## src/rtl/core/sha_pkg.sv

```systemverilog
// Shared types, constants and round functions for the streaming SHA-256 hasher.
package sha_pkg;

    localparam int BLOCK_WORDS = 16;
    localparam int HASH_WORDS  = 8;
    localparam int ROUNDS      = 64;
    localparam int BLOCK_BYTES = 64;
    localparam int LEN_LANE    = 56;
    localparam logic [7:0]  PAD_BYTE  = 8'h80;
    localparam logic [60:0] COUNT_MAX = '1;

    typedef struct packed {
        logic       action;
        logic [7:0] data_byte;
    } msg_req_t;

    typedef struct packed {
        logic [31:0] digest_word_0;
        logic [31:0] digest_word_1;
        logic [31:0] digest_word_2;
        logic [31:0] digest_word_3;
        logic [31:0] digest_word_4;
        logic [31:0] digest_word_5;
        logic [31:0] digest_word_6;
        logic [31:0] digest_word_7;
        logic        length_error;
    } digest_req_t;

    // Commands from the controller to the datapath.
    typedef struct packed {
        logic       write_byte;
        logic       pad;
        logic       len;
        logic       load_work;
        logic       round;
        logic [5:0] round_idx;
        logic       update;
        logic       emit;
    } sha_cmd_t;

    // Status from the datapath to the controller.
    typedef struct packed {
        logic pos_last;
        logic pos_ge56;
    } sha_status_t;

    localparam logic [31:0] ROUND_K [ROUNDS] = '{
        32'h428a2f98, 32'h71374491, 32'hb5c0fbcf, 32'he9b5dba5,
        32'h3956c25b, 32'h59f111f1, 32'h923f82a4, 32'hab1c5ed5,
        32'hd807aa98, 32'h12835b01, 32'h243185be, 32'h550c7dc3,
        32'h72be5d74, 32'h80deb1fe, 32'h9bdc06a7, 32'hc19bf174,
        32'he49b69c1, 32'hefbe4786, 32'h0fc19dc6, 32'h240ca1cc,
        32'h2de92c6f, 32'h4a7484aa, 32'h5cb0a9dc, 32'h76f988da,
        32'h983e5152, 32'ha831c66d, 32'hb00327c8, 32'hbf597fc7,
        32'hc6e00bf3, 32'hd5a79147, 32'h06ca6351, 32'h14292967,
        32'h27b70a85, 32'h2e1b2138, 32'h4d2c6dfc, 32'h53380d13,
        32'h650a7354, 32'h766a0abb, 32'h81c2c92e, 32'h92722c85,
        32'ha2bfe8a1, 32'ha81a664b, 32'hc24b8b70, 32'hc76c51a3,
        32'hd192e819, 32'hd6990624, 32'hf40e3585, 32'h106aa070,
        32'h19a4c116, 32'h1e376c08, 32'h2748774c, 32'h34b0bcb5,
        32'h391c0cb3, 32'h4ed8aa4a, 32'h5b9cca4f, 32'h682e6ff3,
        32'h748f82ee, 32'h78a5636f, 32'h84c87814, 32'h8cc70208,
        32'h90befffa, 32'ha4506ceb, 32'hbef9a3f7, 32'hc67178f2
    };

    localparam logic [31:0] INIT_H [HASH_WORDS] = '{
        32'h6a09e667, 32'hbb67ae85, 32'h3c6ef372, 32'ha54ff53a,
        32'h510e527f, 32'h9b05688c, 32'h1f83d9ab, 32'h5be0cd19
    };

    function automatic logic [31:0] rotr(input logic [31:0] x, input int n);
        return (x >> n) | (x << (32 - n));
    endfunction

    function automatic logic [31:0] big_sigma0(input logic [31:0] x);
        return rotr(x, 2) ^ rotr(x, 13) ^ rotr(x, 22);
    endfunction

    function automatic logic [31:0] big_sigma1(input logic [31:0] x);
        return rotr(x, 6) ^ rotr(x, 11) ^ rotr(x, 25);
    endfunction

    function automatic logic [31:0] small_sigma0(input logic [31:0] x);
        return rotr(x, 7) ^ rotr(x, 18) ^ (x >> 3);
    endfunction

    function automatic logic [31:0] small_sigma1(input logic [31:0] x);
        return rotr(x, 17) ^ rotr(x, 19) ^ (x >> 10);
    endfunction

endpackage

```

## src/rtl/core/sha_stream_if.sv

```systemverilog
// Valid/ready stream channel with a typed payload.
interface sha_stream_if #(parameter type payload_t = logic);
    logic     valid;
    logic     ready;
    payload_t payload;

    modport source (output valid, output payload, input ready);
    modport sink   (input valid, input payload, output ready);
endinterface

```

## src/rtl/core/sha256_stream_hasher.sv

```systemverilog
// Top level of the streaming SHA-256 hasher: controller plus datapath.
//
// Usage: each request on the msg channel is either an absorb (action 0), which adds
// data_byte to the message, or a finish (action 1), which pads the message, appends
// its bit length and delivers one digest request on the digest channel.
// The 64th byte of a block starts a compression of 64 rounds through a single round
// unit and then the chaining add; msg.ready is low throughout.
// A finish runs one compression, or two when the pad byte lands in the last eight
// byte positions of the block and a second length block is needed; the digest is
// valid on the cycle after the final chaining add.
// The digest sits in an output register: more bytes of the next message are taken
// while it waits, but the next finish is held off until the receiver takes it.
// length_error flags a message longer than 2^61-1 bytes; the digest is then invalid.
// After a finish the hash restarts from the initial values for a new message.
// Reset loads the initial hash values, clears the byte counter, the error flag and
// the digest valid; the block buffer itself needs no clearing.
module sha256_stream_hasher (
    input  logic        clk,
    input  logic        rst_n,
    sha_stream_if.sink   msg,
    sha_stream_if.source digest
);

    sha_pkg::sha_cmd_t    cmd;
    sha_pkg::sha_status_t status;
    sha_pkg::msg_req_t    msg_req;
    sha_pkg::digest_req_t digest_req;

    assign msg_req        = msg.payload;
    assign digest.payload = digest_req;

    // Sequencing and both handshakes live in the controller.
    sha_ctrl u_ctrl (
        .clk       (clk),
        .rst_n     (rst_n),
        .in_valid  (msg.valid),
        .in_action (msg_req.action),
        .in_ready  (msg.ready),
        .out_valid (digest.valid),
        .out_ready (digest.ready),
        .status    (status),
        .cmd       (cmd)
    );

    // All hashing state and the digest register live in the datapath.
    sha_datapath u_datapath (
        .clk       (clk),
        .rst_n     (rst_n),
        .cmd       (cmd),
        .data_byte (msg_req.data_byte),
        .status    (status),
        .digest    (digest_req)
    );

endmodule

```

## src/rtl/core/sha_ctrl.sv

```systemverilog
// Sequencer for byte intake, padding, the 64 compression rounds and digest delivery.
module sha_ctrl (
    input  logic                 clk,
    input  logic                 rst_n,
    input  logic                 in_valid,
    input  logic                 in_action,
    output logic                 in_ready,
    output logic                 out_valid,
    input  logic                 out_ready,
    input  sha_pkg::sha_status_t status,
    output sha_pkg::sha_cmd_t    cmd
);

    typedef enum logic [1:0] {
        S_IDLE,
        S_ROUND,
        S_UPDATE,
        S_LEN
    } state_t;

    state_t     state_reg, state_next;
    logic [5:0] round_reg, round_next;
    logic       fin_reg, fin_next;
    logic       len_pend_reg, len_pend_next;
    logic       out_valid_reg, out_valid_next;
    logic       in_fire;

    // A finish has to wait until the previous digest is taken; bytes do not.
    assign in_ready  = (state_reg == S_IDLE) && !(in_action && out_valid_reg);
    assign in_fire   = in_valid && in_ready;
    assign out_valid = out_valid_reg;

    always_comb
    begin
        state_next     = state_reg;
        round_next     = round_reg;
        fin_next       = fin_reg;
        len_pend_next  = len_pend_reg;
        out_valid_next = out_valid_reg;
        cmd            = '0;
        cmd.round_idx  = round_reg;

        if (out_valid_reg && out_ready)
        begin
            out_valid_next = 1'b0;
        end

        unique case (state_reg)
            S_IDLE:
            begin
                if (in_fire && !in_action)
                begin
                    cmd.write_byte = 1'b1;
                    if (status.pos_last)
                    begin
                        cmd.load_work = 1'b1;
                        round_next    = '0;
                        fin_next      = 1'b0;
                        state_next    = S_ROUND;
                    end
                end
                else if (in_fire)
                begin
                    // The length goes into this block unless the pad byte ran past it.
                    cmd.pad       = 1'b1;
                    cmd.len       = !status.pos_ge56;
                    cmd.load_work = 1'b1;
                    round_next    = '0;
                    fin_next      = 1'b1;
                    len_pend_next = status.pos_ge56;
                    state_next    = S_ROUND;
                end
            end
            S_ROUND:
            begin
                cmd.round  = 1'b1;
                round_next = round_reg + 6'd1;
                if (round_reg == 6'(sha_pkg::ROUNDS - 1))
                begin
                    state_next = S_UPDATE;
                end
            end
            S_UPDATE:
            begin
                cmd.update = 1'b1;
                if (fin_reg && len_pend_reg)
                begin
                    len_pend_next = 1'b0;
                    state_next    = S_LEN;
                end
                else
                begin
                    if (fin_reg)
                    begin
                        cmd.emit       = 1'b1;
                        out_valid_next = 1'b1;
                        fin_next       = 1'b0;
                    end
                    state_next = S_IDLE;
                end
            end
            S_LEN:
            begin
                cmd.len       = 1'b1;
                cmd.load_work = 1'b1;
                round_next    = '0;
                state_next    = S_ROUND;
            end
            default:
            begin
                state_next = S_IDLE;
            end
        endcase
    end

    always_ff @(posedge clk or negedge rst_n)
    begin
        if (!rst_n)
        begin
            state_reg     <= S_IDLE;
            round_reg     <= '0;
            fin_reg       <= 1'b0;
            len_pend_reg  <= 1'b0;
            out_valid_reg <= 1'b0;
        end
        else
        begin
            state_reg     <= state_next;
            round_reg     <= round_next;
            fin_reg       <= fin_next;
            len_pend_reg  <= len_pend_next;
            out_valid_reg <= out_valid_next;
        end
    end

    a_emit_free_slot: assert property (@(posedge clk) disable iff (!rst_n)
        cmd.emit |-> !out_valid_reg)
        else $error("digest emitted while the previous one is still pending");

    a_round_exit: assert property (@(posedge clk) disable iff (!rst_n)
        (state_reg == S_ROUND) && (round_reg == 6'(sha_pkg::ROUNDS - 1))
        |=> (state_reg == S_UPDATE))
        else $error("last round did not lead to the hash update");

    a_finish_starts: assert property (@(posedge clk) disable iff (!rst_n)
        in_fire && in_action |=> (state_reg == S_ROUND) && (round_reg == 6'd0) && fin_reg)
        else $error("finish request did not start a compression");

    a_valid_source: assert property (@(posedge clk) disable iff (!rst_n)
        $rose(out_valid_reg) |-> ($past(state_reg) == S_UPDATE) && !fin_reg)
        else $error("digest became valid outside the final update");

endmodule

```

## src/rtl/core/sha_datapath.sv

```systemverilog
// Block buffer, message schedule, round registers, chaining hash and digest register.
module sha_datapath (
    input  logic                 clk,
    input  logic                 rst_n,
    input  sha_pkg::sha_cmd_t    cmd,
    input  logic [7:0]           data_byte,
    output sha_pkg::sha_status_t status,
    output sha_pkg::digest_req_t digest
);

    logic [31:0] blk_reg  [sha_pkg::BLOCK_WORDS];
    logic [31:0] blk_next [sha_pkg::BLOCK_WORDS];
    logic [31:0] work_reg  [sha_pkg::HASH_WORDS];
    logic [31:0] work_next [sha_pkg::HASH_WORDS];
    logic [31:0] hash_reg  [sha_pkg::HASH_WORDS];
    logic [31:0] hash_next [sha_pkg::HASH_WORDS];
    logic [31:0] hash_sum  [sha_pkg::HASH_WORDS];
    logic [5:0]  pos_reg, pos_next;
    logic [60:0] count_reg, count_next;
    logic        ovf_reg, ovf_next;
    logic [63:0] len_bits;
    logic [31:0] w_new;
    logic [31:0] t1;
    logic [31:0] t2;
    sha_pkg::digest_req_t digest_reg;

    assign status.pos_last = (pos_reg == 6'(sha_pkg::BLOCK_BYTES - 1));
    assign status.pos_ge56 = (pos_reg >= 6'(sha_pkg::LEN_LANE));
    assign len_bits = {count_reg, 3'b000};
    assign digest   = digest_reg;

    // The buffer doubles as the schedule window: word 0 is the current W.
    assign w_new = blk_reg[0] + sha_pkg::small_sigma0(blk_reg[1]) + blk_reg[9]
                 + sha_pkg::small_sigma1(blk_reg[14]);

    assign t1 = work_reg[7] + sha_pkg::big_sigma1(work_reg[4])
              + ((work_reg[4] & work_reg[5]) ^ (~work_reg[4] & work_reg[6]))
              + sha_pkg::ROUND_K[cmd.round_idx] + blk_reg[0];
    assign t2 = sha_pkg::big_sigma0(work_reg[0])
              + ((work_reg[0] & work_reg[1]) ^ (work_reg[0] & work_reg[2])
              ^ (work_reg[1] & work_reg[2]));

    always_comb
    begin
        blk_next = blk_reg;
        for (int p = 0; p < sha_pkg::BLOCK_BYTES; p++)
        begin
            if (cmd.write_byte && (6'(p) == pos_reg))
            begin
                blk_next[4'(p >> 2)][8 * (3 - (p & 3)) +: 8] = data_byte;
            end
            if (cmd.pad && (6'(p) == pos_reg))
            begin
                blk_next[4'(p >> 2)][8 * (3 - (p & 3)) +: 8] = sha_pkg::PAD_BYTE;
            end
            if (cmd.pad && (6'(p) > pos_reg))
            begin
                blk_next[4'(p >> 2)][8 * (3 - (p & 3)) +: 8] = 8'h00;
            end
            // Second block of a finish: all zero apart from the length.
            if (cmd.len && !cmd.pad && (p < sha_pkg::LEN_LANE))
            begin
                blk_next[4'(p >> 2)][8 * (3 - (p & 3)) +: 8] = 8'h00;
            end
        end
        if (cmd.len)
        begin
            blk_next[14] = len_bits[63:32];
            blk_next[15] = len_bits[31:0];
        end
        if (cmd.round)
        begin
            for (int i = 0; i < sha_pkg::BLOCK_WORDS - 1; i++)
            begin
                blk_next[i] = blk_reg[i + 1];
            end
            blk_next[sha_pkg::BLOCK_WORDS - 1] = w_new;
        end
    end

    always_comb
    begin
        work_next = work_reg;
        if (cmd.load_work)
        begin
            work_next = hash_reg;
        end
        else if (cmd.round)
        begin
            work_next[0] = t1 + t2;
            work_next[1] = work_reg[0];
            work_next[2] = work_reg[1];
            work_next[3] = work_reg[2];
            work_next[4] = work_reg[3] + t1;
            work_next[5] = work_reg[4];
            work_next[6] = work_reg[5];
            work_next[7] = work_reg[6];
        end
    end

    always_comb
    begin
        for (int i = 0; i < sha_pkg::HASH_WORDS; i++)
        begin
            hash_sum[i] = hash_reg[i] + work_reg[i];
        end
        hash_next = hash_reg;
        if (cmd.update)
        begin
            if (cmd.emit)
            begin
                hash_next = sha_pkg::INIT_H;
            end
            else
            begin
                hash_next = hash_sum;
            end
        end
    end

    always_comb
    begin
        pos_next   = pos_reg;
        count_next = count_reg;
        ovf_next   = ovf_reg;
        if (cmd.write_byte)
        begin
            pos_next = pos_reg + 6'd1;
            if (count_reg == sha_pkg::COUNT_MAX)
            begin
                ovf_next = 1'b1;
            end
            else
            begin
                count_next = count_reg + 61'd1;
            end
        end
        if (cmd.emit)
        begin
            pos_next   = '0;
            count_next = '0;
            ovf_next   = 1'b0;
        end
    end

    always_ff @(posedge clk or negedge rst_n)
    begin
        if (!rst_n)
        begin
            hash_reg  <= sha_pkg::INIT_H;
            pos_reg   <= '0;
            count_reg <= '0;
            ovf_reg   <= 1'b0;
        end
        else
        begin
            hash_reg  <= hash_next;
            pos_reg   <= pos_next;
            count_reg <= count_next;
            ovf_reg   <= ovf_next;
        end
    end

    always_ff @(posedge clk)
    begin
        blk_reg  <= blk_next;
        work_reg <= work_next;
        if (cmd.emit)
        begin
            digest_reg.digest_word_0 <= hash_sum[0];
            digest_reg.digest_word_1 <= hash_sum[1];
            digest_reg.digest_word_2 <= hash_sum[2];
            digest_reg.digest_word_3 <= hash_sum[3];
            digest_reg.digest_word_4 <= hash_sum[4];
            digest_reg.digest_word_5 <= hash_sum[5];
            digest_reg.digest_word_6 <= hash_sum[6];
            digest_reg.digest_word_7 <= hash_sum[7];
            digest_reg.length_error  <= ovf_reg;
        end
    end

endmodule
```

## src/flat_wrapper.sv

```systemverilog
// flat-port wrapper written by rule: the top's interface ports become plain ports
module sha256_stream_hasher_flat 
  (clk, rst_n, msg_valid, msg_payload, msg_ready, digest_valid, digest_payload, digest_ready);
  sha_stream_if msg_i ();
  sha_stream_if digest_i ();
  input  logic clk;
  input  logic rst_n;
  input wire logic [$bits(msg_i.valid)-1:0] msg_valid;
  input wire logic [$bits(msg_i.payload)-1:0] msg_payload;
  output wire logic [$bits(msg_i.ready)-1:0] msg_ready;
  output wire logic [$bits(digest_i.valid)-1:0] digest_valid;
  output wire logic [$bits(digest_i.payload)-1:0] digest_payload;
  input wire logic [$bits(digest_i.ready)-1:0] digest_ready;
  assign msg_i.valid = msg_valid;
  assign msg_i.payload = msg_payload;
  assign msg_ready = msg_i.ready;
  assign digest_valid = digest_i.valid;
  assign digest_payload = digest_i.payload;
  assign digest_i.ready = digest_ready;
  sha256_stream_hasher u_core (.clk(clk), .rst_n(rst_n), .msg(msg_i), .digest(digest_i));
endmodule
```

## config.mk

```make
export PLATFORM = sky130hd
export DESIGN_NAME = sha256_stream_hasher_flat
export DESIGN_NICKNAME = d
export VERILOG_FILES = /design/src/rtl/core/sha_pkg.sv /design/src/rtl/core/sha_stream_if.sv /design/src/rtl/core/sha256_stream_hasher.sv /design/src/rtl/core/sha_ctrl.sv /design/src/rtl/core/sha_datapath.sv /design/src/flat_wrapper.sv
export SDC_FILE = /design/constraint.sdc
export NUM_CORES = 1
export LEC_CHECK = 0
export CAP_MARGIN = 20
export CORE_ASPECT_RATIO = 2
export CORE_MARGIN = 1
export CORE_UTILIZATION = 63
export CTS_CLUSTER_DIAMETER = 60
export CTS_CLUSTER_SIZE = 16
export DETAILED_ROUTE_END_ITERATION = 8
export DONT_BUFFER_PORTS = 1
export PLACE_DENSITY_LB_ADDON = 0.2
export SLEW_MARGIN = 20
export SYNTH_ARGS = -nofsm -noshare
export SYNTH_HDL_FRONTEND = slang
export SYNTH_HIERARCHICAL = 1
export SYNTH_SLANG_ARGS = --single-unit
```

## constraint.sdc

```tcl
create_clock -name clk -period 14.6 [get_ports clk]
set_input_delay 4.38 -clock clk [delete_from_list [all_inputs] [get_ports clk]]
set_output_delay 4.38 -clock clk [all_outputs]
set_load 0.03 [all_outputs]
```

# Yosys cells after proc, flatten, opt, wreduce, memory -nomap -nowiden

Index checks and enable logic that the tools add are counted.

Register bits after elaboration: 79
Bits of input ports: 5
Output and inout bits: 3
Word-level logic and storage cells: 58

$add $sub $neg: 3
Eq/ne operators: 10
Mux-type cells: 25
Reduce and logical (&&, ||, !) cells: 12

Operators by type and width:

| operator              | number |
|---|---|
| $mux 61               | 3 |
| $add 61x1->61 const B | 1 |
| $eq 61x61->1 const B  | 1 |
| $mux 6                | 4 |
| $pmux 6 s3            | 1 |
| $add 6x1->6 const B   | 2 |
| $eq 6x6->1 const B    | 2 |
| $mux 1                | 11 |
| $reduce_and 3->1      | 3 |
| $mux 2                | 4 |
| $pmux 2 s4            | 1 |
| $ne 2x1->1 const B    | 3 |
| $reduce_bool 2->1     | 3 |
| $eq 2x2->1 const B    | 2 |
| $reduce_and 2->1      | 2 |
| $reduce_bool 3->1     | 1 |
| $eq 2x1->1 const B    | 1 |
| $logic_and 1x1->1     | 2 |
| $logic_not 2->1       | 1 |
| $ne 2x2->1 const B    | 1 |
| $pmux 1 s2            | 1 |

# Depth between registers and ports, before layout

Gate-level depths: netlist (run 1).

Depth after elaboration: 6
Mapped depth: 13
Gate-level depth less buffers: 12

# By module

Netlist (run 1), hierarchy kept.

By module, submodules not included:

| module               | times used | cells an instance | area an instance (µm²) | seq. area each (µm²) |
|---|---|---|---|---|
| sha_datapath         | 1          | 7012              | 79598.8                | 39057.5 |
| sha_ctrl             | 1          | 84                | 779.5                  | 275.3 |
| sha256_stream_hasher | 1          | 1                 | 3.8                    | 0.0 |

# Worst setup path after synthesis (run 1)

OpenSTA, ideal clock, no wires.

Kind: reg-to-reg
Start point: register u_core.u_ctrl.state_reg[0]
End point: register u_core.u_datapath.count_reg[55]
Setup time: 0.078 ns
Arrival time: 13.409 ns
Data required time: 14.522 ns
Slack: 1.113 ns
Cell stages (with the launch flop): 12
Buffers on the path: 2
Period minus slack after synthesis: 13.487 ns
Path through: dfrtp_1 > inv_1 > ha_1 > nand2_1 > nor2_1 > clkbuf_1 > o21ai_2 > or3_4 > or3_1 > buf_2 > or3_1 > a21oi_1

RTL lines:

| element                | RTL line            | text |
|---|---|---|
| from (decl)            | sha_ctrl.sv:21      | `state_t state_reg, state_next;` |
| from (signal assigned) | sha_ctrl.sv:128     | `state_reg <= state_next;` |
| to (signal assigned)   | sha_datapath.sv:159 | `count_reg <= count_next;` |
| to (decl)              | sha_datapath.sv:19  | `logic [60:0] count_reg, count_next;` |

==> results of run 1 <==
==> cell type report <==
class	instances	share of cell area, %
well taps	88	2.38
inverters	21	1.70
repair buffers	1	0.162
flip-flops and latches	80	43.4
multi-input cells	349	46.6
clock buffers	15	5.79
==> through the flow <==
stage                     utilization [%]  setup WS [ns]
after floorplan                         -           8.16
after global placement               65.8           7.66
after detailed placement             65.8           7.62
after CTS                            69.9           7.99
after global routing                 69.9           7.76
final                                69.9           7.99
==> routing by layer <==
layer  vias to the layer above  wire length, um  GRT usage, %
met5                         -                0             0
met4                         0              203          13.8
met3                        15              201          7.93
met2                        48             4670          46.2
met1                      1596             3290          27.1
li1                       1592                -             -
==> power groups by stage <==
stage | logic [mW] | registers [mW] | clock network, mW
floorplan | 0.00102 | 0.226 | 0
global placement | 0.00117 | 0.226 | 0
CTS | 0.00119 | 0.222 | 0.210
finish | 0.00130 | 0.222 | 0.205
detailed placement | 0.00117 | 0.226 | 0
global route | 0.00139 | 0.222 | 0.220
==> worst max-delay path: cells and delay by family <==
kind                   cells  cell delay (ns)
buffers and inverters      1             0.22
AND/OR/NAND/NOR            5             1.58
AO/OA/AOI/OAI              3             0.68
==> path summary, 6_finish.rpt <==
| path | from | slack, ns | endpoint | cells past startpoint |
|---|---|---|---|---|
| max reg2reg | u_core/u_ctrl/state_reg[0]$_DFFE_PN0P_ | 11.20 | u_core/u_datapath/count_reg[55]$_DFFE_PN0P_ | 11 |
| max in group asynchronous | rst_n | 10.73 | u_core/u_datapath/count_reg[54]$_DFFE_PN0P_ | 0 |
| min in group asynchronous | rst_n | 3.74 | u_core/u_ctrl/len_pend_reg$_DFFE_PN0P_ | 0 |
| min | u_core/u_datapath/ovf_reg$_DFFE_PN0P_ | 0.48 | u_core/u_datapath/digest[0]$_DFFE_PP_ | 0 |
| max | msg_valid | 7.99 | u_core/u_datapath/count_reg[55]$_DFFE_PN0P_ | 9 |
| min reg2reg | u_core/u_datapath/ovf_reg$_DFFE_PN0P_ | 0.48 | u_core/u_datapath/digest[0]$_DFFE_PP_ | 0 |
==> impl_metrics.yaml, run 1 <==
status:
  status: "finished clean"
global_routing:
  antenna_found_initial: 0
  gr-total-overflow: 0
  grt_max_degree: 80
  grt_pass1_vias: 3392
  grtUsageTotal_pct: 26.6
  grt_pass1_wl_mm: 14.3
layout:
  layout.cells.most_common: "dfrtp_1"
  final_cells: 554
  fin_nets: 475
  final_area_um2: 4630
  largest_reg_flops: 61
  drive_gt1_share_pct: 6.22
  seq_area_um2: 2010
  multiInputGateArea_um2: 2150
  n_antenna_cell: 0
  syn2layout_area_growth_pct: 6.48
  mostFrequentLayoutCells: "dfrtp_1, nor2_1, nand3_1"
  fillers: 560
clocking:
  clkSlewWorstSetupHoldPaths_ns: 0.06
  clk_latency_ns: 0.33
  cts_max_level: 3
  cts_buffers: 9
  ctsResizeCount: 0
  cts_hold_buf: 0
  cts_tree: "yes"
  root_buffer: "clkbuf_16"
  cts.path.max_buffers: 2
  cts_setup_buffers: 0
  clock_sinks: 80
critical_path:
  crit_top_cell: "or3_1"
  path_cells: "nand2_1 > nor2_1 > inv_1 > a41oi_4 > o21ai_2 > or3_4 > or3_1 > or3_1 > a21oi_1"
  cp-end-kind: "flip-flop"
  start_kind: "input pin"
  required_ns: 14.85
  worstPathArrival_ns: 6.87
  crit_fanout: 10
  slowest_delay_ns: 0.45
  worstSetupPathType: "in -> reg"
  worst_path_max_delay_cell: "or3_1"
power_and_ir_drop:
  power_frac_seq_pct: 51.9
  comb_power_share_pct: 0.3
  clock_power_share_pct: 47.8
  p_switching_mw: 0.0819
  ir_worst_vdd_mv: 0.0974
  pwr_density_cell_nw_per_um2: 92.6
  switching_share_pct: 19.1
  finalPower_mw: 0.428
  power_leakage_nw: 1.98
  internal_power_mw: 0.346
sta:
  rsz0062_at_grt: "no"
  finalHoldViolCount: 0
  setup_viol: 0
  report.final.slew_viol_count: 0
  timing.final.crit_share_pct: 45.3
  fin_crit_ns: 6.61
  relSlewSlack_pct: 49.5
  fmax_ghz: 0.151
  finClkSkew_ns: 0.00538
  hold_slack_ns: 0.475
  final.setup.tns_ns: 0
  worst_pin_slew_ns: 0.758
placement:
  routabilityCongestion: 0.854
  dp.cells: 539
  place.port_buffers: 0
  dpl.hpwl_mm: 5.67
  placed_area_um2: 4360
min_path:
  hold_class: "reg -> reg"
routing:
  ant_nets: 0
  route.detailed.drc: 0
  vias: 3251
  drt_iter0_drc: 180
  wl_per_cell_um: 15.1
  first_pass_iters: 4
  viasPerCell: 5.87
  wl_mm: 8.37
logic_synthesis:
  ys_warn_count: 6
  syn_area_um2: 4340
  synth_area_per_cell_um2: 9.11
  netlist_instances: 477
die:
  rows: 42
  start_util_pct: 65.6
  core_um2: 6620
  die_x_um: 60.7
  ios: 8
  dieArea_um2: 7250
  die_h_um: 119
run:
  max_cap_violations: 0
Power figures use the tool's default switching activity.
==> inputs of run 2 (changes only) <==
--- a/config.mk
+++ b/config.mk
@@ -5,6 +5,7 @@
 export SDC_FILE = /design/constraint.sdc
 export NUM_CORES = 1
 export LEC_CHECK = 0
+export ABC_AREA = 1
 export CAP_MARGIN = 20
 export CORE_ASPECT_RATIO = 2
 export CORE_MARGIN = 1
==> constraint.sdc (replaced) <==
create_clock -name clk -period 6.3 [get_ports clk]
set_input_delay 1.89 -clock clk [delete_from_list [all_inputs] [get_ports clk]]
set_output_delay 1.89 -clock clk [all_outputs]
set_load 0.03 [all_outputs]
==> impl_metrics.yaml, run 2 <==
die:
  die_x_um: 67.6
  dieArea_um2: 9010
  start_util_pct: 65.4
  core_um2: 8290
  ios: 8
  rows: 47
  die_h_um: 133
placement:
  routabilityCongestion: 1.02
  dpl.hpwl_mm: 12.1
  place.port_buffers: 0
routing:
  vias: 5324
  drt_iter0_drc: 544
  wl_per_cell_um: 18.8
  viasPerCell: 6.19
  first_pass_iters: 6
  wl_mm: 16.1
  ant_nets: 0
  route.detailed.drc: 0
layout:
  syn2layout_area_growth_pct: 5.28
  layout.cells.most_common: "nand2_1"
  largest_reg_flops: 61
  mostFrequentLayoutCells: "nand2_1, inv_1, dfrtp_1"
  drive_gt1_share_pct: 5.64
  n_antenna_cell: 0
  fin_nets: 770
clocking:
  cts_setup_buffers: 0
  clkSlewWorstSetupHoldPaths_ns: 0.06
  ctsResizeCount: 0
  clk_latency_ns: 0.33
  cts_hold_buf: 0
  cts_tree: "yes"
  cts_buffers: 9
  root_buffer: "clkbuf_16"
  clock_sinks: 80
  cts.path.max_buffers: 2
  cts_max_level: 3
critical_path:
  rrSetupSlack_ns: 2.75
  cp-end-kind: "flip-flop"
  r2r_start: "u_core/u_datapath/count_reg[0]$_DFFE_PN0P_"
  required_ns: 6.54
  r2r_cells: 13
  path_cells: "nand3_2 > inv_1 > nand2_2 > nand2_4 > clkinv_4 > o31ai_1"
  worstSetupPathType: "in -> reg"
  start_kind: "input pin"
  worst_path_max_delay_cell: "nand2_4"
  worstPathArrival_ns: 4.07
  crit_fanout: 63
  slowest_delay_ns: 0.68
  r2r_end: "u_core/u_datapath/count_reg[52]$_DFFE_PN0P_"
sta:
  setup_viol: 0
  fin_crit_ns: 3.83
  relSlewSlack_pct: 47.9
  hold_slack_ns: 0.466
  finalHoldViolCount: 0
  report.final.slew_viol_count: 0
  rsz0062_at_grt: "no"
  fmax_ghz: 0.261
  timing.final.crit_share_pct: 60.9
  final.setup.tns_ns: 0
  finClkSkew_ns: 0.00604
  worst_pin_slew_ns: 0.775
min_path:
  min_from: "u_core/u_datapath/ovf_reg$_DFFE_PN0P_"
  holdPathStages: 0
  hold_class: "reg -> reg"
  worstHoldEndpoint: "u_core/u_datapath/digest[0]$_DFFE_PP_"
logic_synthesis:
  syn_area_um2: 5420
  synth_area_per_cell_um2: 7.06
  netlist_instances: 768
  ys_warn_count: 6
global_routing:
  grt_max_degree: 80
  grt_pass1_vias: 5120
  gr-total-overflow: 0
  grtUsageTotal_pct: 39.4
  antenna_found_initial: 0
  grt_pass1_wl_mm: 25.5
power_and_ir_drop:
  pwr_density_cell_nw_per_um2: 267
  power_leakage_nw: 2.21
  ir_worst_vdd_mv: 0.230
status:
  status: "finished clean"
run:
  max_cap_violations: 0
-- run 2: area by class of cell --
class                      instances  area, um^2
tap                               98         123
clock inverter                     3        17.5
sequential                        80        2010
inverter                         101         389
fill                             754        2580
multi-input combinational        563        2900
timing repair buffer               2        15.0
clock buffer                      13         260
-- run 2: where the power goes --
part           switching, mW  leakage [nW]  total, mW  internal, mW
combinational          0.272         0.992      0.377         0.105
sequential            0.0823          1.08      0.660         0.578
clock                  0.199         0.136      0.486         0.287
total                  0.553          2.21       1.52         0.970
-- run 2: metrics by stage --
step	area, um^2	total power, mW	utilization [%]	setup slack (ns)	cells
finish	5710	1.52	68.9	2.47	860
CTS	5710	1.53	68.9	2.53	860
global route	5710	1.61	68.9	2.26	860
detailed placement	5430	1.04	65.5	2.19	844
global placement	5430	1.02	65.5	2.24	844
floorplan	5430	0.966	-	3.13	770
-- run 2: layer usage --
layer	track usage (%)	share of wire (%)	routed length, um
met2	66.2	52	8430
met3	7.19	4.8	778
met4	30.4	8.9	1430
met1	40.9	34	5500
met5	0	0	0
-- run 2: worst max-delay path by stage --
stage	cells past startpoint	slack, ns	endpoint	startpoint
floorplan	4	3.13	msg_ready	u_core/u_ctrl/state_reg[0]$_DFFE_PN0P_
global placement	6	2.24	u_core/u_datapath/count_reg[60]$_DFFE_PN0P_	msg_valid
detailed placement	6	2.19	u_core/u_datapath/count_reg[56]$_DFFE_PN0P_	msg_valid
CTS	6	2.53	u_core/u_datapath/count_reg[45]$_DFFE_PN0P_	msg_valid
global route	6	2.26	u_core/u_datapath/count_reg[54]$_DFFE_PN0P_	msg_valid
finish	6	2.47	u_core/u_datapath/count_reg[45]$_DFFE_PN0P_	msg_valid
-- run 2: worst max-delay path, delay by kind of cell --
| family | cells | cell delay, ns |
|---|---|---|
| AND/OR/NAND/NOR | 3 | 1.16 |
| buffers and inverters | 2 | 0.61 |
| AO/OA/AOI/OAI | 1 | 0.34 |
==> inputs of run 3 (changes only) <==
==> constraint.sdc (replaced) <==
create_clock -name clk -period 3.9 [get_ports clk]
set_input_delay 1.17 -clock clk [delete_from_list [all_inputs] [get_ports clk]]
set_output_delay 1.17 -clock clk [all_outputs]
set_load 0.03 [all_outputs]
==> impl_metrics.yaml, run 3 (synthesis results as in run 2) <==
sta:
  report.final.slew_viol_count: 0
  setup_slack_ns: 0.945
  setup_viol: 0
  fin_crit_ns: 2.95
  hold_slack_ns: 0.472
  timing.final.crit_share_pct: 75.8
  finClkSkew_ns: 0.00706
  finalHoldViolCount: 0
  rsz0062_at_grt: "no"
  final.setup.tns_ns: 0
  worst_pin_slew_ns: 0.682
  relSlewSlack_pct: 54.2
  fmax_ghz: 0.338
critical_path:
  worstSetupPathType: "reg -> reg"
  required_ns: 4.15
  slowest_delay_ns: 0.60
  crit_fanout: 7
  crit_top_cell: "inv_2"
  path_cells: "ha_1 > inv_2 > nor2_4 > inv_2 > nor2_1 > inv_2 > nor4_1 > xor2_1 > o31ai_1"
  cp.buffers_inverters: 3
  worstPathArrival_ns: 3.20
  crit_family: "simple AND/OR/NAND/NOR gates"
  worst_path_max_delay_cell: "nor4_1"
  cp-end-kind: "flip-flop"
  start_kind: "flip-flop"
global_routing:
  grtUsageTotal_pct: 38.5
  gr-total-overflow: 0
  grt_max_degree: 80
  grt_pass1_wl_mm: 24.9
  antenna_found_initial: 0
  grt_pass1_vias: 4994
clocking:
  cts_max_level: 3
  cts_setup_buffers: 0
  clk_latency_ns: 0.34
  cts_tree: "yes"
  clkSlewWorstSetupHoldPaths_ns: 0.06
  cts_buffers: 9
  cts.path.max_buffers: 2
  root_buffer: "clkbuf_16"
  clock_sinks: 80
  ctsResizeCount: 0
  cts_hold_buf: 0
layout:
  seq_area_um2: 2010
  fillers: 749
  fin_nets: 772
  syn2layout_area_growth_pct: 6.00
  mostFrequentLayoutCells: "nand2_1, inv_1, dfrtp_1"
  layout.cells.most_common: "nand2_1"
  largest_reg_flops: 61
  drive_gt1_share_pct: 5.76
  final_area_um2: 5750
  multiInputGateArea_um2: 2900
  n_antenna_cell: 0
  final_cells: 862
routing:
  viasPerCell: 6.04
  wl_mm: 16.1
  ant_nets: 0
  route.detailed.drc: 0
  first_pass_iters: 5
  drt_iter0_drc: 352
  vias: 5210
  wl_per_cell_um: 18.7
die:
  ios: 8
  core_um2: 8290
  start_util_pct: 65.4
  die_h_um: 133
  dieArea_um2: 9010
  die_x_um: 67.6
  rows: 47
placement:
  dp.cells: 846
  routabilityCongestion: 1.03
  place.port_buffers: 0
  place_ws_ns: 0.972
  dpl.hpwl_mm: 12.4
  placed_area_um2: 5450
power_and_ir_drop:
  pwr_density_cell_nw_per_um2: 442
  power_leakage_nw: 2.23
  ir_worst_vdd_mv: 0.313
min_path:
  hold_class: "reg -> reg"
run:
  max_cap_violations: 0
status:
  status: "finished clean"
==> run 3: path summary, 6_finish.rpt <==
path                                                             from                                          end  slack [ns]  cells past startpoint
setup / recovery           u_core/u_datapath/count_reg[0]$_DFFE_PN0P_  u_core/u_datapath/count_reg[38]$_DFFE_PN0P_        0.95                      9
hold / removal                  u_core/u_datapath/ovf_reg$_DFFE_PN0P_        u_core/u_datapath/digest[0]$_DFFE_PP_        0.47                      0
setup reg to reg           u_core/u_datapath/count_reg[0]$_DFFE_PN0P_  u_core/u_datapath/count_reg[38]$_DFFE_PN0P_        0.95                      9
hold reg to reg                 u_core/u_datapath/ovf_reg$_DFFE_PN0P_        u_core/u_datapath/digest[0]$_DFFE_PP_        0.47                      0
max in group asynchronous                                       rst_n   u_core/u_datapath/count_reg[9]$_DFFE_PN0P_        3.23                      0
min in group asynchronous                                       rst_n     u_core/u_datapath/pos_reg[4]$_DFFE_PN0P_        0.52                      0
==> run 3: final cells by class <==
type	instances	share of cell area (%)
Clock buffer	14	4.59
Clock inverter	2	0.653
Inverter	101	6.77
Multi-Input combinational cell	563	50.4
Sequential cell	80	34.9
Tap cell	98	2.13
Timing Repair Buffer	4	0.522
==> run 3: per-layer routing <==
layer	track usage, %	wire length [um]	vias to the layer above
li1	-	-	2524
met1	38.3	5730	2440
met2	63.6	8110	163
met3	6.25	542	83
met4	36.8	1760	0
met5	0	0	-
==> run 3: power by group <==
part | switching, mW | internal (mW)
combinational | 0.444 | 0.176
sequential | 0.135 | 0.934
clock | 0.322 | 0.531
==> run 3: metrics by stage <==
stage          util (%)  total power [mW]
3_3_place_gp       65.7              1.65
5_1_grt            69.3              2.68
3_5_place_dp       65.7              1.69
2_1_floorplan         -              1.56
4_1_cts            69.3              2.55
6_report           69.3              2.54
